## src/assert_macros.svh

```systemverilog
// Assertion macros shared by the quantizer RTL.
// Included by every module that carries concurrent checks; needs a clk and rst in scope.
`ifndef ASSERT_MACROS_SVH
`define ASSERT_MACROS_SVH
`ifndef SYNTH
// Check on every rising edge outside reset.
`define PIQ_ASSERT(label, prop) \
  label: assert property (@(posedge clk) disable iff (rst) (prop)) \
    else $error("piq assertion failed");
// Check on every rising edge, reset included.
`define PIQ_ASSERT_ALWAYS(label, prop) \
  label: assert property (@(posedge clk) (prop)) \
    else $error("piq assertion failed");
`else
`define PIQ_ASSERT(label, prop)
`define PIQ_ASSERT_ALWAYS(label, prop)
`endif
`endif

```

## src/piq_pkg.sv

```systemverilog
// Package for the palette index quantizer: payload structs, codes and constants.
// Used by piq_regs, piq_raster, piq_cell and palette_index_quantizer.
`default_nettype none
package piq_pkg;

  localparam int PIQ_MAX_WIDTH       = 512;
  localparam int PIQ_MAX_HEIGHT      = 512;
  localparam int PIQ_PALETTE_ENTRIES = 16;

  localparam int PIQ_CFG_W   = 10;  // width of the dimension registers
  localparam int PIQ_CHAN_W  = 8;   // one color component
  localparam int PIQ_ENTRY_W = 4;   // entry number and palette index on the ports
  localparam int PIQ_ADDR_W  = 18;  // destination address
  localparam int PIQ_DIST_W  = 18;  // squared distance, three 16-bit squares
  localparam int PIQ_IDX_W   = 8;   // internal index, enough for 256 entries
  localparam int PIQ_DATA_W  = 32;
  localparam int PIQ_PADDR_W = 3;

  localparam logic [PIQ_CFG_W-1:0] PIQ_DIM_RESET = 10'd16;

  typedef enum logic {
    ACT_WRITE = 1'b0,
    ACT_PIXEL = 1'b1
  } piq_action_t;

  typedef enum logic {
    REG_IMAGE_WIDTH  = 1'b0,
    REG_IMAGE_HEIGHT = 1'b1
  } piq_reg_t;

  typedef struct packed {
    logic                   action;
    logic [PIQ_ENTRY_W-1:0] entry_number;
    logic [PIQ_CHAN_W-1:0]  red;
    logic [PIQ_CHAN_W-1:0]  green;
    logic [PIQ_CHAN_W-1:0]  blue;
  } piq_req_t;

  typedef struct packed {
    logic [PIQ_ENTRY_W-1:0] palette_index;
    logic [PIQ_ADDR_W-1:0]  dest_address;
    logic                   frame_end;
  } piq_result_t;

  typedef struct packed {
    logic [PIQ_CFG_W-1:0] image_width;
    logic [PIQ_CFG_W-1:0] image_height;
  } piq_cfg_t;

  // One slot of the processing line: a palette write or a pixel with its running best.
  typedef struct packed {
    logic                   valid;
    logic                   pixel;
    logic [PIQ_ENTRY_W-1:0] entry_number;
    logic [PIQ_CHAN_W-1:0]  red;
    logic [PIQ_CHAN_W-1:0]  green;
    logic [PIQ_CHAN_W-1:0]  blue;
    logic [PIQ_ADDR_W-1:0]  dest_address;
    logic                   frame_end;
    logic [PIQ_IDX_W-1:0]   best_index;
    logic [PIQ_DIST_W-1:0]  best_dist;
  } piq_item_t;

endpackage
`default_nettype wire

```

## src/piq_regs.sv

```systemverilog
// Configuration registers of the quantizer behind an APB-style port.
// Depends on piq_pkg.
`default_nettype none
module piq_regs (
  input  wire logic                            clk,
  input  wire logic                            rst,
  input  wire logic                            psel,
  input  wire logic                            penable,
  input  wire logic                            pwrite,
  input  wire logic [piq_pkg::PIQ_PADDR_W-1:0] paddr,
  input  wire logic [piq_pkg::PIQ_DATA_W-1:0]  pwdata,
  output logic      [piq_pkg::PIQ_DATA_W-1:0]  prdata,
  output logic                                 pready,
  output piq_pkg::piq_cfg_t                    cfg
);
  import piq_pkg::*;

  logic     wr_en;
  piq_reg_t reg_sel;

  assign pready  = 1'b1;
  assign wr_en   = psel && penable && pwrite && pready;
  assign reg_sel = piq_reg_t'(paddr[2]);

  always_ff @(posedge clk) begin
    if (rst) begin
      cfg.image_width  <= PIQ_DIM_RESET;
      cfg.image_height <= PIQ_DIM_RESET;
    end else if (wr_en) begin
      unique case (reg_sel)
        REG_IMAGE_WIDTH:  cfg.image_width  <= pwdata[PIQ_CFG_W-1:0];
        REG_IMAGE_HEIGHT: cfg.image_height <= pwdata[PIQ_CFG_W-1:0];
        default: ;
      endcase
    end
  end

  always_comb begin
    unique case (reg_sel)
      REG_IMAGE_WIDTH:  prdata = PIQ_DATA_W'(cfg.image_width);
      REG_IMAGE_HEIGHT: prdata = PIQ_DATA_W'(cfg.image_height);
      default:          prdata = '0;
    endcase
  end

endmodule
`default_nettype wire

```

## config.mk

```make
export PLATFORM = sky130hd
export DESIGN_NAME = piq_regs
export DESIGN_NICKNAME = d
export VERILOG_FILES = /design/src/assert_macros.svh /design/src/piq_pkg.sv /design/src/piq_regs.sv
export SDC_FILE = /design/constraint.sdc
export NUM_CORES = 1
export LEC_CHECK = 0
export BUFFER_PORTS_ARGS = -buffer_cell sky130_fd_sc_hd__buf_4
export CORE_UTILIZATION = 28
export CTS_CLUSTER_SIZE = 10
export DETAILED_ROUTE_END_ITERATION = 8
export GPL_TIMING_DRIVEN = 0
export PLACE_DENSITY = 0.63
export SLEW_MARGIN = 20
export SYNTH_ARGS = -nofsm -noshare
export SYNTH_HDL_FRONTEND = slang
export SYNTH_SLANG_ARGS = --single-unit
```

## constraint.sdc

```tcl
create_clock -name clk -period 1.23 [get_ports clk]
set_input_delay 0 -clock clk [delete_from_list [all_inputs] [get_ports clk]]
set_output_delay 0 -clock clk [all_outputs]
set_load 0.02 [all_outputs]
```

==> out/metrics.yaml <==
cts:
  cts_post_setup_buffers_inserted: 0
  cts_tree: "yes"
  cts.path.max_buffers: 2
  cts_hold_buf: 0
  cts_max_level: 1
  cts_sinks: 20
  cts_repair_resize_count: 0
  numCtsBuffers: 3
  clk_pin_slew_worst_paths_ns: 0.07
  cts.root.buffer_cell: "clkbuf_8"
  clkLatencyLatePin_ns: 0.25
detailed_routing:
  vias_per_cell: 4.05
  drc: 0
  routed.top_layer: "met4"
  wl_met3_um: 261
  wl_met2_um: 1330
  wl_met1_um: 1020
  wl_per_cell_um: 11.5
  ant_nets: 0
  dr_total_vias: 935
  dr.pass1.iters: 3
  dr.first_iter.drc_count: 20
  totalWireLength_um: 2650
power_and_ir_drop:
  p_comb_share_pct: 22.3
  swShare_pct: 27.2
  finalPower_mw: 1.42
  sequentialPowerShare_pct: 47.4
  intPower_mw: 1.03
  pwr-share-clk_pct: 30.3
  power_per_cell_area_mw_per_mm2: 854
  vdd_drop_max_mv: 0.394
  p_leak_nw: 0.865
  switchingPower_uw: 386
logic_synthesis:
  ys_seq_elements: 20
  ys_types: 13
  ys_seq_area_share_pct: 34.8
  syn_inst: 115
  synth_area_sq_mm: 0.00115
  yosys_warnings: 0
  syn_avg_cell_area_sq_um: 10.0
sta:
  grt_setup_unrepaired: "false"
  fin_skew_ns: 0
  fin_setup_tns_ns: 0
  final.period_utilization_pct: 82.3
  setup_violations: 0
  min_period_ns: 1.01
  holdWs_ns: 0.0199
  finalHoldViolCount: 0
  fmax_mhz: 988
  slew_violations: 0
layout:
  nNetsFinal: 225
  num-fill-cells: 383
  layout_common_cells: "69 x buf_4, 27 x nand2b_1, 23 x conb_1, 20 x mux2i_1, 20 x dfxtp_1"
  syn_to_final_growth_pct: 44.3
  final_cell_count_no_fill: 231
  reg_top3: "cfg (20)"
  drive_gt1_share_pct: 45.9
  largest-register: "cfg"
  insertedDiodeCount: 0
  final_common_cell: "buf_4"
  largest_register_ffs: 20
place:
  place_inst: 228
  gp_congestion: 0.692
  port_buffers: 44
  dp_hpwl_um: 2060
global_routing:
  first_global_vias: 879
  grt_use_total_pct: 12.6
  overflow: 0
  grt_max_degree: 11
  antenna_found_initial: 0
  grt_first_pass_wirelength_um: 4040
floorplanning:
  die_area_sq_mm: 0.00437
  die_w_um: 66.1
  initial_core_util_pct: 30.3
  boundaryPins: 93
  die_h_um: 66.1
  rows: 22
  core_sq_mm: 0.00380
critical_path:
  path_class: "flop to output pin"
  cp-startpoint: "cfg[5]$_SDFFE_PP0P_"
  path_max_fanout: 3
  crit_path_end_kind: "output pin"
  startpoint_type: "flop"
  reg2reg_from: "cfg[18]$_SDFFE_PP0P_"
  crit_arrival_ns: 1.01
  worstPathRequired_ns: 1.23
worst_hold_path:
  hold_class: "input pin to flop"
  hold_path_startpoint: "pwdata[4]"
run_status:
  outcome: "finished, final reports clean"
run:
  drv_cap: 0
-- cell usage after synthesis (all sizes together) --
master	count	area, sq um
nand2b	27	169
nor2	3	11.3
and4	1	8.76
nand4b	1	15.0
buf	26	199
nand4	1	6.26
dfxtp	20	400
and4b	1	10.0
mux2i	20	200
conb	2	7.51
clkbuf	3	11.3
mux2	10	113
-- power groups by stage --
| stage | sequential [mW] | clock [mW] | combinational, mW |
|---|---|---|---|
| 6_report | 0.673 | 0.430 | 0.316 |
| 5_1_grt | 0.674 | 0.462 | 0.340 |
| 4_1_cts | 0.673 | 0.438 | 0.316 |
| 3_5_place_dp | 0.687 | 0 | 0.316 |
| 3_3_place_gp | 0.686 | 0 | 0.311 |
| 2_1_floorplan | 0.703 | 0 | 0.206 |
-- metrics by stage --
stage	utilization [%]	area [sq um]	setup WS, ns
after floorplan	-	1230	0.531
after global placement	42.7	1620	0.400
after detailed placement	42.7	1620	0.371
after CTS	43.7	1660	0.211
after global routing	43.7	1660	0.187
final	43.7	1660	0.218
-- area by class of cell --
class,instances,area (sq um),area share (%)
multi-input cells,87,619,37.3
well taps,48,60.1,3.61
clock buffers,3,41.3,2.48
flip-flops and latches,20,400,24.1
plain buffers,29,210,12.7
repair buffers,44,330,19.9
-- path summary, 6_finish.rpt --
check	endpoint	cells after the start	slack (ns)
hold reg to reg	cfg[7]$_SDFFE_PP0P_	2	0.50
hold / removal	cfg[14]$_SDFFE_PP1P_	3	0.02
setup reg to reg	cfg[18]$_SDFFE_PP0P_	2	0.59
setup / recovery	prdata[5]	2	0.22
-- cell families after synthesis --
logic type | Yosys count | share of synthesized area (%)
buffers and inverters | 29 | 18.3
flip-flops | 20 | 34.8
other | 2 | 0.652
multiplexers | 30 | 27.2
AND/OR/NAND/NOR | 34 | 19.1
-- worst max-delay path, cell delays in order, from the launching register on --
cell and delay [ns]:
dfxtp_1 0.33, mux2_2 0.27, buf_4 0.15
-- per-layer routing --
layer	vias up	global-route usage, %
li1	469	-
met1	417	13.4
met2	44	23.3
met3	5	3.79
met4	0	3.99
met5	-	0
No activity file was read; power rests on OpenSTA's default activity.
