===== config.mk =====
export PLATFORM = sky130hd
export DESIGN_NAME = piq_cell
export DESIGN_NICKNAME = d
export VERILOG_FILES = /design/src/piq_pkg.sv /design/src/piq_cell.sv
export VERILOG_INCLUDE_DIRS = /design/src /design/src/src
export SDC_FILE = /design/constraint.sdc
export NUM_CORES = 1
export LEC_CHECK = 0
export BUFFER_PORTS_ARGS = -buffer_cell sky130_fd_sc_hd__clkbuf_2
export CORE_MARGIN = 4
export CORE_UTILIZATION = 45
export CTS_CLUSTER_SIZE = 20
export DETAILED_ROUTE_END_ITERATION = 16
export HOLD_SLACK_MARGIN = 0.15
export PLACE_DENSITY = 0.73
export SLEW_MARGIN = 20
export SYNTH_ARGS = -nofsm -noshare
export SYNTH_HDL_FRONTEND = slang
export SYNTH_SLANG_ARGS = --single-unit
export TNS_END_PERCENT = 1

===== constraint.sdc =====
create_clock -name clk -period 11 [get_ports clk]
set_input_delay 1.1 -clock clk [delete_from_list [all_inputs] [get_ports clk]]
set_output_delay 1.1 -clock clk [all_outputs]
set_load 0.02 [all_outputs]

===== src/assert_macros.svh =====
// Assertion macros shared by the quantizer RTL.
// Included by every module that carries concurrent checks; needs a clk and rst in scope.
`ifndef ASSERT_MACROS_SVH
`define ASSERT_MACROS_SVH
`ifndef SYNTH
// Check on every rising edge outside reset.
`define PIQ_ASSERT(label, prop) \
  label: assert property (@(posedge clk) disable iff (rst) (prop)) \
    else $error("piq assertion failed");
// Check on every rising edge, reset included.
`define PIQ_ASSERT_ALWAYS(label, prop) \
  label: assert property (@(posedge clk) (prop)) \
    else $error("piq assertion failed");
`else
`define PIQ_ASSERT(label, prop)
`define PIQ_ASSERT_ALWAYS(label, prop)
`endif
`endif


===== src/piq_pkg.sv =====
// Package for the palette index quantizer: payload structs, codes and constants.
// Used by piq_regs, piq_raster, piq_cell and palette_index_quantizer.
`default_nettype none
package piq_pkg;

  localparam int PIQ_MAX_WIDTH       = 512;
  localparam int PIQ_MAX_HEIGHT      = 512;
  localparam int PIQ_PALETTE_ENTRIES = 16;

  localparam int PIQ_CFG_W   = 10;  // width of the dimension registers
  localparam int PIQ_CHAN_W  = 8;   // one color component
  localparam int PIQ_ENTRY_W = 4;   // entry number and palette index on the ports
  localparam int PIQ_ADDR_W  = 18;  // destination address
  localparam int PIQ_DIST_W  = 18;  // squared distance, three 16-bit squares
  localparam int PIQ_IDX_W   = 8;   // internal index, enough for 256 entries
  localparam int PIQ_DATA_W  = 32;
  localparam int PIQ_PADDR_W = 3;

  localparam logic [PIQ_CFG_W-1:0] PIQ_DIM_RESET = 10'd16;

  typedef enum logic {
    ACT_WRITE = 1'b0,
    ACT_PIXEL = 1'b1
  } piq_action_t;

  typedef enum logic {
    REG_IMAGE_WIDTH  = 1'b0,
    REG_IMAGE_HEIGHT = 1'b1
  } piq_reg_t;

  typedef struct packed {
    logic                   action;
    logic [PIQ_ENTRY_W-1:0] entry_number;
    logic [PIQ_CHAN_W-1:0]  red;
    logic [PIQ_CHAN_W-1:0]  green;
    logic [PIQ_CHAN_W-1:0]  blue;
  } piq_req_t;

  typedef struct packed {
    logic [PIQ_ENTRY_W-1:0] palette_index;
    logic [PIQ_ADDR_W-1:0]  dest_address;
    logic                   frame_end;
  } piq_result_t;

  typedef struct packed {
    logic [PIQ_CFG_W-1:0] image_width;
    logic [PIQ_CFG_W-1:0] image_height;
  } piq_cfg_t;

  // One slot of the processing line: a palette write or a pixel with its running best.
  typedef struct packed {
    logic                   valid;
    logic                   pixel;
    logic [PIQ_ENTRY_W-1:0] entry_number;
    logic [PIQ_CHAN_W-1:0]  red;
    logic [PIQ_CHAN_W-1:0]  green;
    logic [PIQ_CHAN_W-1:0]  blue;
    logic [PIQ_ADDR_W-1:0]  dest_address;
    logic                   frame_end;
    logic [PIQ_IDX_W-1:0]   best_index;
    logic [PIQ_DIST_W-1:0]  best_dist;
  } piq_item_t;

endpackage
`default_nettype wire


===== src/piq_cell.sv =====
// One palette cell: holds one entry, scores the passing pixel against it, keeps the best so far.
// Depends on piq_pkg and assert_macros.svh.
`default_nettype none
`include "assert_macros.svh"
module piq_cell #(
  parameter int CELL_INDEX = 1
) (
  input  wire logic          clk,
  input  wire logic          rst,
  input  wire logic          adv,
  input  piq_pkg::piq_item_t din,
  output piq_pkg::piq_item_t dout
);
  import piq_pkg::*;

  localparam logic             FIRST   = (CELL_INDEX == 1);
  localparam [PIQ_IDX_W-1:0]   MY_IDX  = PIQ_IDX_W'(CELL_INDEX);

  logic [PIQ_CHAN_W-1:0]   ent_r, ent_g, ent_b;
  logic [PIQ_CHAN_W-1:0]   dr, dg, db;
  piq_item_t               a;
  logic [2*PIQ_CHAN_W-1:0] sq_r, sq_g, sq_b;
  logic [PIQ_DIST_W-1:0]   score;
  logic                    take;
  logic                    wr_hit;
  piq_item_t               dout_next;

  // A write updates the entry at the same place where pixels read it, so order holds.
  assign wr_hit = adv && din.valid && !din.pixel &&
                  (PIQ_IDX_W'(din.entry_number) == MY_IDX);

  always_ff @(posedge clk) begin
    if (rst) begin
      ent_r <= '0;
      ent_g <= '0;
      ent_b <= '0;
    end else if (wr_hit) begin
      ent_r <= din.red;
      ent_g <= din.green;
      ent_b <= din.blue;
    end
  end

  assign dr = (din.red   >= ent_r) ? din.red   - ent_r : ent_r - din.red;
  assign dg = (din.green >= ent_g) ? din.green - ent_g : ent_g - din.green;
  assign db = (din.blue  >= ent_b) ? din.blue  - ent_b : ent_b - din.blue;

  always_ff @(posedge clk) begin
    if (rst) begin
      a.valid <= 1'b0;
    end else if (adv) begin
      a    <= din;
      sq_r <= (2*PIQ_CHAN_W)'(dr) * (2*PIQ_CHAN_W)'(dr);
      sq_g <= (2*PIQ_CHAN_W)'(dg) * (2*PIQ_CHAN_W)'(dg);
      sq_b <= (2*PIQ_CHAN_W)'(db) * (2*PIQ_CHAN_W)'(db);
    end
  end

  // Strictly less keeps the lower index on a tie.
  assign score = PIQ_DIST_W'(sq_r) + PIQ_DIST_W'(sq_g) + PIQ_DIST_W'(sq_b);
  assign take  = a.pixel && (FIRST || (score < a.best_dist));

  always_comb begin
    dout_next = a;
    if (take) begin
      dout_next.best_index = MY_IDX;
      dout_next.best_dist  = score;
    end
  end

  always_ff @(posedge clk) begin
    if (rst) begin
      dout.valid <= 1'b0;
    end else if (adv) begin
      dout <= dout_next;
    end
  end

  `PIQ_ASSERT(a_index_range, dout.valid && dout.pixel |-> dout.best_index >= PIQ_IDX_W'(1) && dout.best_index <= MY_IDX)
  `PIQ_ASSERT(a_dist_monotone, !FIRST && adv && a.valid && a.pixel |=> dout.best_dist <= $past(a.best_dist))

endmodule
`default_nettype wire


==> impl_metrics.env, run 1 <==
export IMPL_clkTransAtPathRegs_ns=0.06
export IMPL_hold_viol_final=0
export IMPL_run_status="completed"
export IMPL_multi_input_comb_area_um2=7510
export IMPL_worst_setup_start_kind="primary input"
export IMPL_synthesized_area_um2=14700
export IMPL_final_cell_mix="sky130_fd_sc_hd__inv_1 (201), sky130_fd_sc_hd__edfxtp_1 (193), sky130_fd_sc_hd__clkbuf_2 (152)"
export IMPL_grt_total_usage_pct=15.3
export IMPL_tritoncts="done"
export IMPL_worst_pin_slew_ns=1.04
export IMPL_die_width_um=189
export IMPL_min_path_type="register to register"
export IMPL_post_place_cells=1822
export IMPL_num_vias=9254
export IMPL_p_per_area_nw_per_um2=293
export IMPL_total_congestion_overflow_after_global_routing=0
export IMPL_timing_setup_critical_path_class="primary input to register"
export IMPL_data_required_time_at_the_worst_endpoint_ns=11.24
export IMPL_critical_path_reg2reg_startpoint="ent_g[0]$_SDFFE_PP0P_"
export IMPL_detail_route_iter0_violations=463
export IMPL_biggest_area_contributors_in_the_synthesized_netlist="sky130_fd_sc_hd__edfxtp_1 (39%), sky130_fd_sc_hd__fa_1 (13%), sky130_fd_sc_hd__ha_1 (12%)"
export IMPL_cts_hold_buf=0
export IMPL_skew_ns=0.0169
export IMPL_core_region_area_um2=31900
export IMPL_synth_top_cell_area_share_pct=39.4
export IMPL_setup_viol=0
export IMPL_ff_latch_area_um2=6320
export IMPL_min_from="a[39]$_DFFE_PP_"
export IMPL_placement_rows=65
export IMPL_grt_pass1_vias=9397
export IMPL_post_route_period_util_pct=68.7
export IMPL_fp_dieH_um=189
export IMPL_netlist_instances=1256
export IMPL_synth_seq_cells=219
export IMPL_gp_congestion=0.837
export IMPL_drt_antenna_violating_nets=0
export IMPL_fillCellCount=2796
export IMPL_grt_pass1_wl_mm=45.6
export IMPL_min_period_ns=7.55
export IMPL_synth_enable_flop_cells=193
export IMPL_share_of_post_route_cells_with_drive_strength_above_1_pct=17.3
export IMPL_fp_dieArea_um2=35600
export IMPL_max_clock_path_buffers=3
export IMPL_syn_to_final_growth_pct=13.7
export IMPL_cts_root_buf="sky130_fd_sc_hd__clkbuf_16"
export IMPL_preCtsSetupSlack_ns=2.99
export IMPL_slew_headroom_pct=30.4
export IMPL_totalPowerFinal_mw=4.89
export IMPL_maxClockFrequency_mhz=132
export IMPL_critPathCaptureType="register"
export IMPL_slew_violations=0
export IMPL_dpl_hpwl_mm=21.2
export IMPL_sequential_share_of_the_synthesized_area_pct=43.0
export IMPL_yosys_most_used_dff="sky130_fd_sc_hd__edfxtp_1"
export IMPL_num_antenna_cells=0
export IMPL_setup_ws_ns=3.45
export IMPL_dr_drc_count=0
export IMPL_crit_arrival_ns=7.79
export IMPL_worst_ir_drop_vdd_mv=0.145
export IMPL_ys_async_sr_fraction_pct=0
export IMPL_setup_tns_final_ns=0
export IMPL_final_common_cell="sky130_fd_sc_hd__inv_1"
export IMPL_p_leak_nw=7.46
export IMPL_grt_max_degree=94
export IMPL_htree_num_levels=1
export IMPL_post_synth_num_cell_types=61
export IMPL_cts_buffers_inserted=24
export IMPL_post_cts_sizing_count=0
export IMPL_path_max_fanout=9
export IMPL_start_util_pct=46.1
export IMPL_drtPass1Iterations=5
export IMPL_finalNonFillerCells=1865
export IMPL_yosys_area_top_type="sky130_fd_sc_hd__edfxtp_1"
export IMPL_startpoint_of_the_most_critical_setup_path="din[53]"
export IMPL_synth_avg_cell_area_um2=11.7
export IMPL_route_final_wire_length_mm=27.2
export IMPL_ios=153
export IMPL_fin_nets=1734
export IMPL_drv_max_cap_violation_count=0
export IMPL_yosysWarnings=0
export IMPL_final_core_util_pct=52.4
export IMPL_cts_sinks=219
export IMPL_rsz0062_at_grt="false"
export IMPL_routed_wire_length_per_instance_um=14.6
export IMPL_clkLatencyLatePin_ns=0.52
export IMPL_post_cts_buffers=0
export IMPL_port_buffer_count=152
export IMPL_viasPerCell=4.96
export IMPL_antenna_found_initial=1
==> final timing paths <==
kind	endpoint	cells past startpoint	slack [ns]
max	sq_g[15]$_DFFE_PP_	25	3.45
min	dout[39]$_DFFE_PP_	0	0.42
max reg2reg	sq_g[15]$_DFFE_PP_	23	3.84
min reg2reg	dout[39]$_DFFE_PP_	0	0.42
==> registers in the layout (all words and copies together), names as in the netlist <==
register,flops
dout,75
a,74
sq_b,15
sq_g,15
sq_r,15
ent_b,8
ent_g,8
ent_r,8
take,1
==> cells by family after synthesis <==
group / count (synthesis) / synth area share (%)
simple gates: 245 / 7.76
fa+ha+maj: 243 / 25.7
buf+inv: 230 / 6.09
flops: 219 / 43.0
compound gates: 185 / 8.33
xor+xnor: 73 / 4.94
mux: 60 / 4.22
other cells: 1 / 0.0255
==> routing by layer <==
| layer | vias up | routed length, um | part of all wire [%] | track usage [%] |
|---|---|---|---|---|
| met5 | - | 13 | 0.048 | 0 |
| met4 | 2 | 447 | 1.6 | 2.94 |
| met3 | 32 | 1560 | 5.7 | 2.56 |
| met2 | 222 | 12400 | 46 | 24.6 |
| met1 | 4428 | 12800 | 47 | 22.1 |
| li1 | 4570 | - | - | - |
==> stage by stage <==
step / area, um2 / hold slack [ns]
4_1_cts: 16700 / 0.418
2_1_floorplan: 14700 / 0.400
3_5_place_dp: 15900 / 0.405
3_3_place_gp: 15900 / 0.401
5_1_grt: 16700 / 0.424
6_report: 16700 / 0.416
==> Yosys cell counts (7+ instances only) <==
cell type / count
sky130_fd_sc_hd__a211oi_1: 7
sky130_fd_sc_hd__a21o_1: 34
sky130_fd_sc_hd__a21oi_1: 57
sky130_fd_sc_hd__a31oi_1: 10
sky130_fd_sc_hd__buf_2: 13
sky130_fd_sc_hd__clkbuf_1: 13
sky130_fd_sc_hd__dfxtp_1: 26
sky130_fd_sc_hd__edfxtp_1: 193
sky130_fd_sc_hd__fa_1: 97
sky130_fd_sc_hd__ha_1: 146
sky130_fd_sc_hd__inv_1: 201
sky130_fd_sc_hd__mux2_2: 11
sky130_fd_sc_hd__mux2i_1: 48
sky130_fd_sc_hd__nand2_1: 30
sky130_fd_sc_hd__nand2b_1: 7
sky130_fd_sc_hd__nand3_1: 7
sky130_fd_sc_hd__nand4_1: 8
sky130_fd_sc_hd__nor2_1: 125
sky130_fd_sc_hd__nor2b_1: 13
sky130_fd_sc_hd__nor3_1: 12
sky130_fd_sc_hd__o21ai_0: 29
sky130_fd_sc_hd__o21bai_1: 8
sky130_fd_sc_hd__or2_2: 16
sky130_fd_sc_hd__xnor2_1: 42
sky130_fd_sc_hd__xnor2_2: 7
sky130_fd_sc_hd__xor2_1: 21
==> critical path: stages <==
cell and delay, ns:
sky130_fd_sc_hd__clkbuf_2 0.12, sky130_fd_sc_hd__inv_1 0.06, sky130_fd_sc_hd__ha_1 0.16, sky130_fd_sc_hd__inv_1 0.05
sky130_fd_sc_hd__fa_1 0.38, sky130_fd_sc_hd__a21o_1 0.21, sky130_fd_sc_hd__a221o_2 0.38, sky130_fd_sc_hd__o21ai_4 0.30
sky130_fd_sc_hd__mux2i_1 0.26, sky130_fd_sc_hd__xor2_1 0.56, sky130_fd_sc_hd__or2_1 0.24, sky130_fd_sc_hd__inv_1 0.07
sky130_fd_sc_hd__fa_1 0.49, sky130_fd_sc_hd__fa_1 0.55, sky130_fd_sc_hd__inv_1 0.06, sky130_fd_sc_hd__fa_1 0.51
sky130_fd_sc_hd__fa_1 0.54, sky130_fd_sc_hd__inv_1 0.04, sky130_fd_sc_hd__ha_1 0.34, sky130_fd_sc_hd__o21ai_0 0.09
sky130_fd_sc_hd__o21ai_0 0.13, sky130_fd_sc_hd__o41ai_1 0.45, sky130_fd_sc_hd__nor2_1 0.14, sky130_fd_sc_hd__a311oi_1 0.40
sky130_fd_sc_hd__xnor2_1 0.15
==> cell type report <==
class                   count  area share, %
multi-input cells         811           44.9
flip-flops and latches    219           37.8
repair buffers            156           4.75
inverters                 201           4.52
clock buffers              28           3.74
well taps                 435           3.26
clock inverters            15          0.988
==> report_power, final <==
part | leakage [nW] | internal, mW | switching (mW)
Sequential | 2.03 | 1.17 | 0.0571
Clock | 0.384 | 0.478 | 0.316
Combinational | 5.04 | 1.25 | 1.62
Power figures use the tool's default switching activity.
==> inputs of run 2 (changes only) <==
--- a/config.mk
+++ b/config.mk
@@ -12,7 +12,7 @@
 export CTS_CLUSTER_SIZE = 20
 export DETAILED_ROUTE_END_ITERATION = 16
 export HOLD_SLACK_MARGIN = 0.15
-export PLACE_DENSITY = 0.73
+export PLACE_DENSITY = 0.71
 export SLEW_MARGIN = 20
 export SYNTH_ARGS = -nofsm -noshare
 export SYNTH_HDL_FRONTEND = slang
==> constraint.sdc (replaced) <==
create_clock -name clk -period 7.7 [get_ports clk]
set_input_delay 0.77 -clock clk [delete_from_list [all_inputs] [get_ports clk]]
set_output_delay 0.77 -clock clk [all_outputs]
set_load 0.02 [all_outputs]
==> run 2 against run 1 <==
Largest cell class unchanged. Routed wire length grew 0.77%. Clock power rose by 47%. Critical endpoint unchanged. Utilization is 0.34 points higher. Power rose by 44%. Hold slack worse by 0.013 ns. Via count is 0.11% lower. Die area unchanged. Critical path depth grew 1. Critical path type unchanged.
==> impl_metrics.env, run 2 (synthesis results as in run 1) <==
export IMPL_preCtsSetupSlack_ns=0.233
export IMPL_max_clock_path_buffers=3
export IMPL_htree_num_levels=1
export IMPL_critPathMaxStageDelay_ns=0.56
export IMPL_data_required_time_at_the_worst_endpoint_ns=7.98
export IMPL_skew_ns=0.0172
export IMPL_routed_wire_length_per_instance_um=14.6
export IMPL_drt_antenna_violating_nets=0
export IMPL_seqPwrFrac_pct=24.7
export IMPL_ios=153
export IMPL_maxClockFrequency_mhz=143
export IMPL_combPwrFrac_pct=58.7
export IMPL_fin_nets=1747
export IMPL_core_region_area_um2=31900
export IMPL_port_buffer_count=152
export IMPL_post_place_cells=1834
export IMPL_cts_root_buf="sky130_fd_sc_hd__clkbuf_16"
export IMPL_post_cts_buffers=0
export IMPL_cp_slowest_cell="sky130_fd_sc_hd__xor2_1"
export IMPL_gp_congestion=0.818
export IMPL_detail_route_iter0_violations=459
export IMPL_dr_drc_count=0
export IMPL_hold_viol_final=0
export IMPL_share_of_post_route_cells_with_drive_strength_above_1_pct=18.0
export IMPL_final_core_util_pct=52.8
export IMPL_antenna_found_initial=1
export IMPL_grt_pass1_wl_mm=45.5
export IMPL_final_cell_mix="sky130_fd_sc_hd__inv_1 (201), sky130_fd_sc_hd__edfxtp_1 (193), sky130_fd_sc_hd__clkbuf_2 (152)"
export IMPL_timing_setup_critical_path_class="primary input to register"
export IMPL_totalPowerFinal_mw=7.06
export IMPL_path_max_fanout=9
export IMPL_finalNonFillerCells=1877
export IMPL_worst_pin_slew_ns=1.05
export IMPL_dpl_hpwl_mm=21.1
export IMPL_slew_headroom_pct=30.1
export IMPL_num_antenna_cells=0
export IMPL_total_congestion_overflow_after_global_routing=0
export IMPL_die_width_um=189
export IMPL_swShare_pct=40.7
export IMPL_largest_reg_flops=75
export IMPL_cts_buffers_inserted=25
export IMPL_min_period_ns=7.01
export IMPL_syn_to_final_growth_pct=14.5
export IMPL_worst_setup_start_kind="primary input"
export IMPL_grt_pass1_vias=9285
export IMPL_regs_by_ff_count="dout: 75 flops, a: 74 flops"
export IMPL_setup_viol=0
export IMPL_p_leak_nw=7.52
export IMPL_netSwitchingPower_mw=2.87
export IMPL_cts_sinks=219
export IMPL_tritoncts="done"
export IMPL_rsz0062_at_grt="false"
export IMPL_post_route_period_util_pct=91.0
export IMPL_p_per_area_nw_per_um2=420
export IMPL_run_status="completed"
export IMPL_crit_arrival_ns=7.29
export IMPL_worst_ir_drop_vdd_mv=0.234
export IMPL_cts_hold_buf=0
export IMPL_final_design_area_no_fill_um2=16800
export IMPL_p_int_mw=4.19
export IMPL_placement_rows=65
export IMPL_critPathCaptureType="register"
export IMPL_route_final_wire_length_mm=27.4
export IMPL_final_common_cell="sky130_fd_sc_hd__inv_1"
export IMPL_start_util_pct=46.1
export IMPL_slew_violations=0
export IMPL_setup_tns_final_ns=0
export IMPL_fp_dieH_um=189
export IMPL_grt_max_degree=91
export IMPL_post_cts_sizing_count=0
export IMPL_clkTransAtPathRegs_ns=0.06
export IMPL_num_vias=9244
export IMPL_worst_hold_slack_ns=0.403
export IMPL_critical_path_top_cell_by_count="sky130_fd_sc_hd__inv_1"
export IMPL_viasPerCell=4.92
export IMPL_clkLatencyLatePin_ns=0.53
export IMPL_clock_power_share_pct=16.6
export IMPL_dpl_cell_area_um2=16000
export IMPL_largest_register="dout"
export IMPL_drtPass1Iterations=5
export IMPL_setup_ws_ns=0.692
export IMPL_min_path_type="register to register"
export IMPL_fp_dieArea_um2=35600
export IMPL_drv_max_cap_violation_count=0
export IMPL_grt_total_usage_pct=15.4
[run 2: cell count changes in the layout (fill, tap and decap cells not counted)]
cell | previous run | this run
sky130_fd_sc_hd__clkbuf_8 | 1 | 2
sky130_fd_sc_hd__clkinv_1 | 5 | 4
sky130_fd_sc_hd__clkinv_2 | 3 | 1
sky130_fd_sc_hd__clkbuf_16 | 24 | 25
sky130_fd_sc_hd__buf_6 | 1 | 0
sky130_fd_sc_hd__clkinv_8 | 1 | 0
sky130_fd_sc_hd__buf_4 | 3 | 16
sky130_fd_sc_hd__clkbuf_1 | 3 | 4
sky130_fd_sc_hd__clkinv_4 | 1 | 2
[run 2: cell type report]
cell class | instances | area [um2]
clock buffers | 31 | 668
clock inverters | 12 | 144
fillers | 2785 | 15100
inverters | 201 | 754
multi-input cells | 811 | 7510
flip-flops and latches | 219 | 6320
well taps | 435 | 544
repair buffers | 168 | 881
[run 2: critical path, delay by kind of cell]
kind,cells,cell delay (ns)
simple gates,3,0.61
xor+xnor,2,0.67
fa+ha+maj,7,2.59
buf+inv,6,0.43
compound gates,7,1.96
mux,1,0.25
[run 2: metal layers]
metal  vias up  global-route usage [%]  part of all wire [%]
li1       4598                       -                     -
met1      4376                    21.7                    47
met2       225                    24.9                    45
met3        43                    2.67                   5.6
met4         2                    3.64                   2.4
met5         -                       0                 0.048
[run 2: final timing paths]
path / end / slack (ns) / from / cells past startpoint
worst max-delay path: sq_g[15]$_DFFE_PP_ / 0.69 / din[53] / 26
worst min-delay path: dout[68]$_DFFE_PP_ / 0.40 / a[68]$_DFFE_PP_ / 0
worst max register to register: sq_g[15]$_DFFE_PP_ / 0.76 / ent_g[0]$_SDFFE_PP0P_ / 24
worst min register to register: dout[68]$_DFFE_PP_ / 0.40 / a[68]$_DFFE_PP_ / 0
[run 2: power groups by stage]
stage               combinational (mW)  sequential (mW)  clock (mW)
finish                            4.14             1.75        1.17
global route                      4.73             1.77        1.26
CTS                               4.17             1.75        1.20
detailed placement                4.11             1.78           0
global placement                  4.00             1.77           0
floorplan                         3.19             1.80           0
