==> src/assert_macros.svh <==
// Assertion macros shared by the quantizer RTL.
// Included by every module that carries concurrent checks; needs a clk and rst in scope.
`ifndef ASSERT_MACROS_SVH
`define ASSERT_MACROS_SVH
`ifndef SYNTH
// Check on every rising edge outside reset.
`define PIQ_ASSERT(label, prop) \
  label: assert property (@(posedge clk) disable iff (rst) (prop)) \
    else $error("piq assertion failed");
// Check on every rising edge, reset included.
`define PIQ_ASSERT_ALWAYS(label, prop) \
  label: assert property (@(posedge clk) (prop)) \
    else $error("piq assertion failed");
`else
`define PIQ_ASSERT(label, prop)
`define PIQ_ASSERT_ALWAYS(label, prop)
`endif
`endif

==> src/piq_pkg.sv <==
// Package for the palette index quantizer: payload structs, codes and constants.
// Used by piq_regs, piq_raster, piq_cell and palette_index_quantizer.
`default_nettype none
package piq_pkg;

  localparam int PIQ_MAX_WIDTH       = 512;
  localparam int PIQ_MAX_HEIGHT      = 512;
  localparam int PIQ_PALETTE_ENTRIES = 16;

  localparam int PIQ_CFG_W   = 10;  // width of the dimension registers
  localparam int PIQ_CHAN_W  = 8;   // one color component
  localparam int PIQ_ENTRY_W = 4;   // entry number and palette index on the ports
  localparam int PIQ_ADDR_W  = 18;  // destination address
  localparam int PIQ_DIST_W  = 18;  // squared distance, three 16-bit squares
  localparam int PIQ_IDX_W   = 8;   // internal index, enough for 256 entries
  localparam int PIQ_DATA_W  = 32;
  localparam int PIQ_PADDR_W = 3;

  localparam logic [PIQ_CFG_W-1:0] PIQ_DIM_RESET = 10'd16;

  typedef enum logic {
    ACT_WRITE = 1'b0,
    ACT_PIXEL = 1'b1
  } piq_action_t;

  typedef enum logic {
    REG_IMAGE_WIDTH  = 1'b0,
    REG_IMAGE_HEIGHT = 1'b1
  } piq_reg_t;

  typedef struct packed {
    logic                   action;
    logic [PIQ_ENTRY_W-1:0] entry_number;
    logic [PIQ_CHAN_W-1:0]  red;
    logic [PIQ_CHAN_W-1:0]  green;
    logic [PIQ_CHAN_W-1:0]  blue;
  } piq_req_t;

  typedef struct packed {
    logic [PIQ_ENTRY_W-1:0] palette_index;
    logic [PIQ_ADDR_W-1:0]  dest_address;
    logic                   frame_end;
  } piq_result_t;

  typedef struct packed {
    logic [PIQ_CFG_W-1:0] image_width;
    logic [PIQ_CFG_W-1:0] image_height;
  } piq_cfg_t;

  // One slot of the processing line: a palette write or a pixel with its running best.
  typedef struct packed {
    logic                   valid;
    logic                   pixel;
    logic [PIQ_ENTRY_W-1:0] entry_number;
    logic [PIQ_CHAN_W-1:0]  red;
    logic [PIQ_CHAN_W-1:0]  green;
    logic [PIQ_CHAN_W-1:0]  blue;
    logic [PIQ_ADDR_W-1:0]  dest_address;
    logic                   frame_end;
    logic [PIQ_IDX_W-1:0]   best_index;
    logic [PIQ_DIST_W-1:0]  best_dist;
  } piq_item_t;

endpackage
`default_nettype wire

==> src/piq_raster.sv <==
// Front of the processing line: raster position counters and the flipped destination address.
// Depends on piq_pkg and assert_macros.svh.
`default_nettype none
`include "assert_macros.svh"
module piq_raster #(
  parameter int MAX_WIDTH  = piq_pkg::PIQ_MAX_WIDTH,
  parameter int MAX_HEIGHT = piq_pkg::PIQ_MAX_HEIGHT
) (
  input  wire logic               clk,
  input  wire logic               rst,
  input  wire logic               adv,
  input  wire logic               req_valid,
  input  piq_pkg::piq_req_t       req,
  input  piq_pkg::piq_cfg_t       cfg,
  output piq_pkg::piq_item_t      item
);
  import piq_pkg::*;

  localparam int COL_W  = $clog2(MAX_WIDTH);
  localparam int ROW_W  = $clog2(MAX_HEIGHT);
  localparam int W_W    = $clog2(MAX_WIDTH + 1);
  localparam int H_W    = $clog2(MAX_HEIGHT + 1);
  localparam int PROD_W = ROW_W + W_W;

  logic [COL_W-1:0]  col_cnt, col_cnt_next;
  logic [ROW_W-1:0]  row_cnt, row_cnt_next;
  logic [W_W-1:0]    w;
  logic [H_W-1:0]    h;
  logic              wrap;
  logic [H_W-1:0]    row_step;
  logic [COL_W-1:0]  col;
  logic [ROW_W-1:0]  row;
  logic [W_W-1:0]    col_inc;
  logic [H_W-1:0]    row_inc;
  logic              last;
  logic [ROW_W-1:0]  flip;
  logic              pix_acc;

  piq_item_t         r1;
  logic [ROW_W-1:0]  r1_flip;
  logic [COL_W-1:0]  r1_col;
  logic [W_W-1:0]    r1_w;
  logic [PROD_W-1:0] addr_sum;
  piq_item_t         item_next;

  // Out-of-range dimensions are pulled into 1..MAX.
  always_comb begin
    if (cfg.image_width == '0) begin
      w = W_W'(1);
    end else if (32'(cfg.image_width) > MAX_WIDTH) begin
      w = W_W'(MAX_WIDTH);
    end else begin
      w = W_W'(cfg.image_width);
    end
    if (cfg.image_height == '0) begin
      h = H_W'(1);
    end else if (32'(cfg.image_height) > MAX_HEIGHT) begin
      h = H_W'(MAX_HEIGHT);
    end else begin
      h = H_W'(cfg.image_height);
    end
  end

  // Counters left beyond the frame by a register change fold back into it here.
  always_comb begin
    wrap     = W_W'(col_cnt) >= w;
    col      = wrap ? '0 : col_cnt;
    row_step = wrap ? H_W'(row_cnt) + H_W'(1) : H_W'(row_cnt);
    row      = (row_step >= h) ? '0 : row_step[ROW_W-1:0];
    last     = (W_W'(col) == w - W_W'(1)) && (H_W'(row) == h - H_W'(1));
    flip     = ROW_W'(h - H_W'(1) - H_W'(row));
    col_inc  = W_W'(col) + W_W'(1);
    row_inc  = H_W'(row) + H_W'(1);
    if (col_inc < w) begin
      col_cnt_next = COL_W'(col_inc);
      row_cnt_next = row;
    end else if (row_inc < h) begin
      col_cnt_next = '0;
      row_cnt_next = ROW_W'(row_inc);
    end else begin
      col_cnt_next = '0;
      row_cnt_next = '0;
    end
  end

  assign pix_acc = adv && req_valid && (req.action == ACT_PIXEL);

  always_ff @(posedge clk) begin
    if (rst) begin
      col_cnt <= '0;
      row_cnt <= '0;
    end else if (pix_acc) begin
      col_cnt <= col_cnt_next;
      row_cnt <= row_cnt_next;
    end
  end

  always_ff @(posedge clk) begin
    if (rst) begin
      r1.valid <= 1'b0;
    end else if (adv) begin
      r1.valid        <= req_valid;
      r1.pixel        <= (req.action == ACT_PIXEL);
      r1.entry_number <= req.entry_number;
      r1.red          <= req.red;
      r1.green        <= req.green;
      r1.blue         <= req.blue;
      r1.dest_address <= '0;
      r1.frame_end    <= last;
      r1.best_index   <= '0;
      r1.best_dist    <= '0;
      r1_flip         <= flip;
      r1_col          <= col;
      r1_w            <= w;
    end
  end

  assign addr_sum = PROD_W'(r1_flip) * PROD_W'(r1_w) + PROD_W'(r1_col);

  always_comb begin
    item_next              = r1;
    item_next.dest_address = PIQ_ADDR_W'(addr_sum);
  end

  always_ff @(posedge clk) begin
    if (rst) begin
      item.valid <= 1'b0;
    end else if (adv) begin
      item <= item_next;
    end
  end

  `PIQ_ASSERT(a_frame_restart, pix_acc && last |=> col_cnt == '0 && row_cnt == '0)
  `PIQ_ASSERT(a_col_in_row, r1.valid && r1.pixel |-> W_W'(r1_col) < r1_w)

endmodule
`default_nettype wire

==> config.mk <==
export PLATFORM = sky130hd
export DESIGN_NAME = piq_raster
export DESIGN_NICKNAME = d
export VERILOG_FILES = /design/src/piq_pkg.sv /design/src/piq_raster.sv
export VERILOG_INCLUDE_DIRS = /design/src /design/src/src
export SDC_FILE = /design/constraint.sdc
export NUM_CORES = 1
export LEC_CHECK = 0
export BUFFER_PORTS_ARGS = -buffer_cell sky130_fd_sc_hd__buf_2
export CORE_UTILIZATION = 50
export CTS_BUF_LIST = sky130_fd_sc_hd__clkbuf_4
export CTS_CLUSTER_SIZE = 12
export DETAILED_ROUTE_END_ITERATION = 8
export MAX_ROUTING_LAYER = met4
export PLACE_DENSITY_LB_ADDON = 0.25
export SLEW_MARGIN = 20
export SYNTH_ARGS = -nofsm -noshare
export SYNTH_HDL_FRONTEND = slang
export SYNTH_SLANG_ARGS = --single-unit
==> constraint.sdc <==
create_clock -name clk -period 6.73 [get_ports clk]
set_input_delay 0.3365 -clock clk [delete_from_list [all_inputs] [get_ports clk]]
set_output_delay 0.3365 -clock clk [all_outputs]
set_load 0.01 [all_outputs]
==> qor.yml, run 1 <==
placement:
  gp_congestion: 0.886
  io_buffers: 101
  dp.cells: 1348
  hpwlAfterDp_mm: 16.4
power:
  seqPwrFrac_pct: 28.1
  cellPowerDensity_nw_per_um2: 341
  p_leak_uw: 0.00519
  combinationalPowerShare_pct: 60.5
  switchingPower_uw: 1610
  p_int_uw: 2350
  swShare_pct: 40.7
  pwr-share-clk_pct: 11.4
  ir_worst_vdd_v: 0.000276
worst_setup_path:
  path_delay_family: "simple AND/OR/NAND/NOR gates"
  end_kind: "register"
  r2r_end: "row_cnt[8]"
  cp_num_cells: 34
  critPathKind: "input pin to register"
  reg2reg_slack_ns: 0.60
  critical_path.slowest_cell: "or4_4"
  crit_fanout: 5
  path_buf_inv: 4
  startpoint_type: "input pin"
  cp_data_required_time_ns: 7.19
  endpoint: "row_cnt[8]"
  worstRegToRegCells: 29
  arrival_ns: 6.85
  slowest_delay_ns: 0.53
  critPathLaunch: "cfg[12]"
  r2r-start: "col_cnt[7]"
outcome:
  outcome: "completed"
sta:
  worst_slew_pin_slew_ns: 0.956
  slew_violations: 0
  worst_hold_slack_ns: 0.0728
  setup_violations: 0
  min_period_over_period_pct: 94.9
  finalCriticalPeriod_ns: 6.39
  max_freq_mhz: 157
  hold_viol_final: 0
  max_slew_margin_pct: 36.3
  finClkSkew_ns: 0.0242
cts:
  cts_setup_buffers: 0
  clkTransAtPathRegs_ns: 0.13
  cts.sink_count: 126
  cts_max_level: 4
  numCtsBuffers: 17
  cts-root-buf: "clkbuf_4"
  worstSkewPairLatency_ns: 0.53
  cts_tree: "done"
  cts_buffer_depth: 2
yosys:
  synthTopCellsByArea: "edfxtp_1, ha_1, fa_1"
  netlist_area_um2: 9990
  synth_cells: 968
  seq_area_frac_synth_pct: 35.9
  async_flop_share_pct: 0
  yosysWarnings: 0
  synth_cell_types: 73
  yosysTopAreaCell: "edfxtp_1"
  syn_avg_cell_area_um2: 10.3
  synth-seq-cells: 126
  synthFlopType: "edfxtp_1"
  synth-edff-count: 106
  yosysMostFrequentCell: "edfxtp_1"
  synth_top_cell_area_share_pct: 31.9
  synthTopCellsByCount: "edfxtp_1, nand2_1, ha_1"
grt:
  grt_pass1_vias: 7380
  track_usage_pct: 22.9
  grt_max_degree: 80
  grt_pass1_wl_mm: 35.3
  grt_antenna_before_repair: 1
  grt_overflow: 0
routing:
  drt_iter0_markers: 378
  via_per_inst: 5.23
  num_vias: 7374
  firstDrtPassIters: 5
  drc: 0
  routedWlPerCell_um: 15.0
  ant_nets: 0
  wl_mm: 21.2
final_layout:
  nFillCells: 1690
  layoutNonFillerInstCount: 1410
  fin_nets: 1349
  drive_gt1_share_pct: 19.1
  fin_util_pct: 59.5
  syn_to_final_growth_pct: 16.3
hold_path:
  hold_class: "input pin to register"
  worstHoldStart: "req_valid"
floorplan:
  die_h_um: 143
  initial_core_util_pct: 51.1
  die_w_um: 143
  rows: 51
  core-area_um2: 19500
  die-area_um2: 20500
  ios: 128
flow_run:
  max_cap_viol_count: 0
[worst min-delay path by stage]
stage,to,slack (ns),depth (start not counted)
final,item_next[74],0.07,3
after global routing,item_next[74],0.07,3
after CTS,item_next[74],0.01,3
after detailed placement,item[56],0.40,0
after global placement,item[62],0.40,0
after floorplan,item[26],0.40,0
[metrics by stage]
step | area, µm² | worst slack [ns] | setup TNS (ns) | power [µW]
after detailed placement | 11000 | -0.200 | -1.27 | 3510
after global placement | 11000 | -0.0890 | -0.345 | 3430
after floorplan | 10100 | 0.00769 | 0 | 3020
final | 11600 | 0.345 | 0 | 3960
after global routing | 11600 | -0.00224 | -0.00224 | 4360
after CTS | 11600 | 0.372 | 0 | 4000
[cell type report]
class,count,area [µm²],area share [%]
Multi-Input combinational cell,705,5890,50.7
Clock inverter,13,93.8,0.808
Tap cell,265,332,2.85
Sequential cell,126,3580,30.9
Antenna cell,1,2.50,0.0215
Clock buffer,19,143,1.23
Timing Repair Buffer,181,1190,10.3
Inverter,100,375,3.23
[logic make-up after synthesis]
logic type	Yosys count	share of synthesized area (%)
AO/OA/AOI/OAI	140	9.66
XOR/XNOR	59	5.36
adder cells (fa/ha/maj)	165	25.3
buffers and inverters	162	7.15
flip-flops	126	35.9
multiplexers	8	0.814
other	1	0.0375
AND/OR/NAND/NOR	307	15.8
[what timing repair did]
action                     CTS  global route
hold endpoints to repair    29             0
setup endpoints to repair    0             7
hold buffers                29             0
gates resized for setup      0             9
[placed cells by master, fill, tap and decap left out, types with 4 or more instances in the layout]
cell type | Yosys | final
conb_1 | 1 | 26
a31oi_1 | 6 | 5
o21ai_0 | 24 | 23
a21oi_2 | 2 | 4
nand2b_1 | 11 | 11
nor3b_1 | 6 | 6
a21o_1 | 10 | 10
buf_4 | 27 | 50
ha_1 | 103 | 102
nor4_1 | 5 | 4
xnor2_1 | 39 | 38
nand2_1 | 104 | 104
nand4_1 | 7 | 7
a22oi_1 | 5 | 5
clkbuf_4 | 0 | 19
buf_2 | 4 | 101
nor2_1 | 43 | 41
o21ai_1 | 5 | 5
o21a_1 | 9 | 9
nand3_1 | 20 | 20
edfxtp_1 | 106 | 106
dlygate4sd3_1 | 0 | 29
and2_1 | 45 | 44
and3_1 | 12 | 12
clkinv_2 | 0 | 4
fa_1 | 62 | 62
inv_1 | 98 | 98
a21oi_1 | 32 | 30
mux2i_1 | 7 | 6
o211ai_1 | 5 | 5
or3_1 | 10 | 9
dfxtp_1 | 20 | 20
nor2b_1 | 11 | 10
xor2_1 | 19 | 19
clkinvlp_4 | 0 | 4
nor3_1 | 16 | 16
[sequential cells by signal, summed over array words and instances, names as in the netlist]
signal,flops
r1_flip,9
r1_col,9
col_cnt,9
row_cnt,9
item,49
item_next,31
r1_w,10
[power groups by stage]
stage / Sequential [µW] / Combinational, µW / Clock, µW
after floorplan: 1140 / 1880 / 0
after global routing: 1120 / 2740 / 494
after global placement: 1130 / 2300 / 0
after CTS: 1110 / 2420 / 468
after detailed placement: 1130 / 2380 / 0
final: 1110 / 2390 / 452
[routing by layer]
metal | routed length [µm] | GRT usage, % | up-vias
li1 | - | - | 3616
met5 | 0 | - | -
met4 | 299 | 7.39 | 0
met2 | 10800 | 39.3 | 148
met1 | 9310 | 27.5 | 3581
met3 | 749 | 3.77 | 29
[tightest hold or removal path: cells and delay by family]
kind	cells	cell delay (ns)
buffers and inverters	1	0.09
and+or+nand+nor	1	0.08
muxes	1	0.06
No activity file was read; power rests on OpenSTA's default activity.
==> inputs of run 2 (changes only) <==
Settings changed: CTS_BUF_LIST sky130_fd_sc_hd__clkbuf_4 to not set.
==> qor.yml, run 2 (synthesis results as in run 1) <==
outcome:
  outcome: "completed"
cts:
  cts-root-buf: "clkbuf_16"
  numCtsBuffers: 17  # unchanged
  hold_buffers: 0  # -100%
  cts_buffer_depth: 2  # unchanged
  cts_tree: "done"
  clkTransAtPathRegs_ns: 0.06  # -0.07 ns
  worstSkewPairLatency_ns: 0.41  # -0.12 ns
  cts_max_level: 4  # unchanged
  cts.sink_count: 126  # unchanged
final_layout:
  syn_to_final_growth_pct: 16.8
  layoutNonFillerInstCount: 1383  # -1.9%
  fin_nets: 1323  # -1.9%
  drive_gt1_share_pct: 19.9  # +0.89 points
  largest_register: "item"
  layout_commonest_cell: "edfxtp_1"
  final_cell_mix: "edfxtp_1, nand2_1, ha_1, buf_2, inv_1"
  fin_util_pct: 59.7  # +0.24 points
  final_area_um2: 11700  # +0.41%
  antenna_cells: 0  # -1
  largest_reg_flops: 49  # unchanged
sta:
  max_freq_mhz: 156  # -0.64%
  min_period_over_period_pct: 95.5  # +0.61 points
  slew_violations: 0  # unchanged
  setup_violations: 0  # unchanged
  finalCriticalPeriod_ns: 6.43  # +0.0408 ns
  worst_slew_pin_slew_ns: 0.959  # +0.00361 ns
  max_slew_margin_pct: 36.0  # -0.24 points
  hold_viol_final: 0  # unchanged
  finClkSkew_ns: 0.0122  # -0.0120 ns
  worst_hold_slack_ns: 0.0969  # +0.0241 ns
routing:
  wl_mm: 20.8  # -1.6%
  drc: 0  # unchanged
  ant_nets: 0  # unchanged
  firstDrtPassIters: 5  # unchanged
  drt_iter0_markers: 468  # +24%
  via_per_inst: 5.27  # +0.86%
  routedWlPerCell_um: 15.1  # +0.29%
  num_vias: 7295  # -1.1%
worst_setup_path:
  worstRegToRegCells: 29  # unchanged
  crit_fanout: 5  # unchanged
  slowest_delay_ns: 0.53  # about the same
  end_kind: "register"
  critPathKind: "input pin to register"
  r2r_end: "row_cnt[8]"
  reg2reg_slack_ns: 0.66  # +0.06 ns
  cp_common_cell: "ha_1"
  cp_data_required_time_ns: 7.06  # -0.13 ns
  endpoint: "row_cnt[8]"
  arrival_ns: 6.76  # -0.09 ns
  r2r-start: "col_cnt[7]"
  startpoint_type: "input pin"
  critPathLaunch: "cfg[12]"
  critical_path.slowest_cell: "or4_4"
placement:
  dp.cells: 1348  # unchanged
  hpwlAfterDp_mm: 16.4  # unchanged
  placed_cell_area_um2: 11000  # unchanged
  gp_congestion: 0.886  # unchanged
  io_buffers: 101  # unchanged
hold_path:
  hold_class: "input pin to register"
  worstHoldStart: "req[8]"
floorplan:
  ios: 128  # unchanged
  die_h_um: 143  # unchanged
  die-area_um2: 20500  # unchanged
  core-area_um2: 19500  # unchanged
  initial_core_util_pct: 51.1  # unchanged
  die_w_um: 143  # unchanged
  rows: 51  # unchanged
power:
  ir_worst_vdd_v: 0.000274  # -0.61%
  p_leak_uw: 0.00522  # +0.57%
  cellPowerDensity_nw_per_um2: 369  # +8.4%
grt:
  grt_antenna_before_repair: 0  # -1
  grt_pass1_vias: 7144  # -3.2%
  grt_overflow: 0  # unchanged
  grt_pass1_wl_mm: 34.7  # -1.8%
  track_usage_pct: 22.3  # -0.53 points
  grt_max_degree: 80  # unchanged
flow_run:
  max_cap_viol_count: 0  # unchanged
[run 2: cell count changes in the layout (fill, tap and decap cells not counted), moves of 2 or more]
cell	previous run	this run
clkbuf_1	0	2
buf_4	50	53
dlygate4sd3_1	29	0
clkbuf_4	19	0
clkbuf_16	0	17
[run 2: layer usage]
metal / routed length [µm] / part of all wire (%) / GRT usage, % / up-vias
li1: - / - / - / 3570
met1: 9230 / 44 / 27.9 / 3532
met2: 10600 / 51 / 38.5 / 173
met3: 762 / 3.7 / 3.20 / 20
met4: 229 / 1.1 / 5.15 / 0
met5: 0 / 0 / - / -
[run 2: worst max-delay path: cells and delay by family]
kind,cells,cell delay (ns)
AOI/OAI and AO/OA,12,2.21
and+or+nand+nor,10,2.18
adders and majority gates,4,0.90
muxes,2,0.59
buffers and inverters,3,0.37
xor gates and xnor gates,1,0.14
[run 2: repair_timing]
| action | CTS | global route |
|---|---|---|
| resized for setup | 0 | 16 |
| endpoints found under the hold margin | 0 | 0 |
| endpoints found under the setup margin | 0 | 9 |
| buffers inserted | 0 | 3 |
[run 2: final cells by class]
class                      instances  area (µm²)
clock buffer                      19         433
tap                              265         332
inverter                         100         375
timing repair buffer             155         923
clock inverter                    13        93.8
fill                            1660        7860
multi-input combinational        705        5920
sequential                       126        3580
[run 2: worst min-delay path by stage]
stage	cells after the start	slack, ns	end
global route	1	0.08	item_next[46]
floorplan	0	0.40	item[26]
detailed placement	0	0.40	item[56]
finish	1	0.1	item_next[53]
CTS	1	0.08	item_next[63]
global placement	0	0.40	item[62]
[run 2: power breakdown]
group | internal [µW] | total [µW] | switching [µW]
sequential | 1070 | 1110 | 39.7
combinational | 1110 | 2380 | 1270
clock | 471 | 814 | 344
total | 2650 | 4310 | 1650
[run 2: metrics by stage]
stage	setup WS, ns	power [µW]	TNS, ns
after detailed placement	-0.200	3510	-1.27
after CTS	0.186	4340	0
after floorplan	0.00769	3020	0
after global routing	-0.0345	4710	-0.0345
after global placement	-0.0890	3430	-0.345
final	0.304	4310	0
==> inputs of run 3 (changes only) <==
Settings changed: ABC_AREA set to 1.
==> qor.yml, run 3 <==
routing:
  drc: 0  # unchanged
  num_vias: 7628  # +4.6%
  ant_nets: 0  # unchanged
  via_per_inst: 4.94  # -6.3%
  routedWlPerCell_um: 13.7  # -9.0%
  wl_mm: 21.2  # +1.6%
  firstDrtPassIters: 5  # unchanged
  drt_iter0_markers: 505  # +7.9%
sta:
  worst_slack_ns: 0.835  # +0.532 ns
  rsz0062_at_grt: "no"
  max_freq_mhz: 170  # +9.0%
  worst_slew_pin_slew_ns: 0.903  # -0.0564 ns
  finClkSkew_ns: 0.0108  # -0.00137 ns
  min_period_over_period_pct: 87.6  # -7.9 points
  slew_violations: 0  # unchanged
  timing.setup.tns_ns: 0  # unchanged
  max_slew_margin_pct: 39.6  # +3.6 points
  finalCriticalPeriod_ns: 5.89  # -0.532 ns
  setup_violations: 0  # unchanged
  hold_viol_final: 0  # unchanged
hold_path:
  hold_class: "input pin to register"
  hold_depth: 1  # unchanged
  worstHoldStart: "req[13]"
  min_to: "item_next[58]"
floorplan:
  die_h_um: 146  # +1.6%
  die_w_um: 146  # +1.6%
  rows: 52  # +2.0%
  initial_core_util_pct: 50.9  # -0.22 points
  die-area_um2: 21200  # +3.1%
  core-area_um2: 20200  # +3.6%
  ios: 128  # unchanged
power:
  cellPowerDensity_nw_per_um2: 400  # +8.4%
  ir_worst_vdd_v: 0.000415  # +52%
  seqPwrFrac_pct: 24.8  # -1.1 points
  p_leak_uw: 0.00580  # +11%
  p_int_uw: 2740  # +3.2%
  combinationalPowerShare_pct: 55.0  # -0.2 points
  switchingPower_uw: 1880  # +14%
  pwr-share-clk_pct: 20.3  # +1.4 points
  swShare_pct: 40.7  # +2.3 points
  power_uw: 4620  # +7.3%
worst_setup_path:
  end_kind: "register"
  reg2reg_slack_ns: 1.57  # +0.91 ns
  critical_path.slowest_cell: "o21ai_2"
  slowest_delay_ns: 0.31  # -0.22 ns
  arrival_ns: 6.24  # -0.52 ns
  r2r_end: "row_cnt[5]"
  crit_fanout: 11  # +6
  critPathKind: "input pin to register"
  worstRegToRegCells: 36  # +24%
  startpoint_type: "input pin"
  cp_data_required_time_ns: 7.08  # +0.02 ns
  r2r-start: "col_cnt[0]"
final_layout:
  layoutNonFillerInstCount: 1544  # +12%
  largest_reg_flops: 49  # unchanged
  fin_nets: 1479  # +12%
  nFillCells: 1806  # +8.8%
  layout_commonest_cell: "nand2_1"
  largest_register: "item"
  seqCellArea_um2: 3580  # unchanged
  final_cell_mix: "nand2_1, inv_1, edfxtp_1, ha_1, buf_2"
  antenna_cells: 0  # unchanged
  drive_gt1_share_pct: 14.1  # -5.8 points
  syn_to_final_growth_pct: 12.0
  multiInputGateArea_um2: 5630  # -4.9%
yosys:
  yosysWarnings: 0  # unchanged
  syn_avg_cell_area_um2: 8.84  # -14%
  synthTopCellsByCount: "nand2_1, inv_1, edfxtp_1"
  synthTopCellsByArea: "edfxtp_1, ha_1, fa_1"
  synth-seq-cells: 126  # unchanged
  synthFlopType: "edfxtp_1"
  seq_area_frac_synth_pct: 34.8  # -1.1 points
  synth-edff-count: 106  # unchanged
  yosysMostFrequentCell: "nand2_1"
  synth_cell_types: 50  # -32%
  yosysTopAreaCell: "edfxtp_1"
  synth_top_cell_area_share_pct: 30.9  # -0.98 points
  async_flop_share_pct: 0  # unchanged
  netlist_area_um2: 10300  # +3.2%
  synth_cells: 1166  # +20%
cts:
  hold_buffers: 0  # unchanged
  cts_buffer_depth: 2  # unchanged
  cts_resized: 0  # unchanged
  cts_tree: "done"
  cts_max_level: 4  # unchanged
  cts-root-buf: "clkbuf_16"
  cts.sink_count: 126  # unchanged
  clkTransAtPathRegs_ns: 0.06  # about the same
  worstSkewPairLatency_ns: 0.42  # about the same
  numCtsBuffers: 17  # unchanged
  cts_setup_buffers: 0  # unchanged
grt:
  grt_overflow: 0  # unchanged
  grt_pass1_vias: 7513  # +5.2%
  grt_max_degree: 61  # -24%
  grt_antenna_before_repair: 0  # unchanged
  grt_pass1_wl_mm: 35.5  # +2.4%
  track_usage_pct: 21.7  # -0.67 points
flow_run:
  max_cap_viol_count: 0  # unchanged
placement:
  pre_cts_ws_ns: 0.478  # +0.678 ns
  dp.cells: 1512  # +12%
  io_buffers: 101  # unchanged
  gp_congestion: 0.923  # +4.2%
  hpwlAfterDp_mm: 16.7  # +2.2%
outcome:
  outcome: "completed"
run 3: layout make-up:
type                       instances  area share (%)
tap                              270            2.93
multi-input combinational        786            48.8
clock buffer                      17            3.69
timing repair buffer             106            4.70
sequential                       126            31.0
inverter                         224            7.33
clock inverter                    15            1.52
run 3: how the worst max path moves through the flow:
stage,start,end,slack [ns],cells past startpoint
CTS,cfg[13],row_cnt[5],0.91,38
global placement,cfg[13],row_cnt[5],0.75,36
detailed placement,cfg[13],row_cnt[5],0.48,38
floorplan,rst,item[26],0.99,3
global route,cfg[13],row_cnt[5],0.21,38
finish,cfg[13],row_cnt[5],0.84,37
run 3: logic make-up after synthesis:
family,after synthesis,share of synthesized area [%]
XOR/XNOR,44,3.74
AO/OA/AOI/OAI,106,6.00
adder cells (fa/ha/maj),165,24.6
buffers and inverters,279,11.5
other,1,0.0364
AND/OR/NAND/NOR,445,19.4
flip-flops,126,34.8
run 3: power by group through the flow:
stage / clock network [µW] / logic (µW) / registers, µW
2_1_floorplan: 0 / 2050 / 1170
3_3_place_gp: 0 / 2490 / 1160
3_5_place_dp: 0 / 2540 / 1160
4_1_cts: 959 / 2570 / 1140
5_1_grt: 990 / 2930 / 1150
6_report: 936 / 2540 / 1140
run 3: critical path, delay by kind of cell:
kind	cells	cell delay [ns]
adders and majority gates	4	1.14
and+or+nand+nor	22	2.98
buffers and inverters	6	0.72
AOI/OAI and AO/OA	5	1.05
run 3: per-layer routing:
layer / global-route usage (%) / vias up / wire length [µm]
met2: 36.3 / 196 / 10400
li1: - / 3855 / -
met4: 6.84 / 0 / 413
met5: - / - / 0
met3: 3.82 / 42 / 789
met1: 26.7 / 3535 / 9540
run 3: stage by stage:
stage          utilization (%)  hold WS [ns]  cell area, µm²
6_report                  57.0        0.0863           11500
5_1_grt                   57.0        0.0625           11500
4_1_cts                   57.0        0.0660           11500
3_5_place_dp              54.1         0.405           10900
3_3_place_gp              54.1         0.400           10900
2_1_floorplan                -         0.400           10400
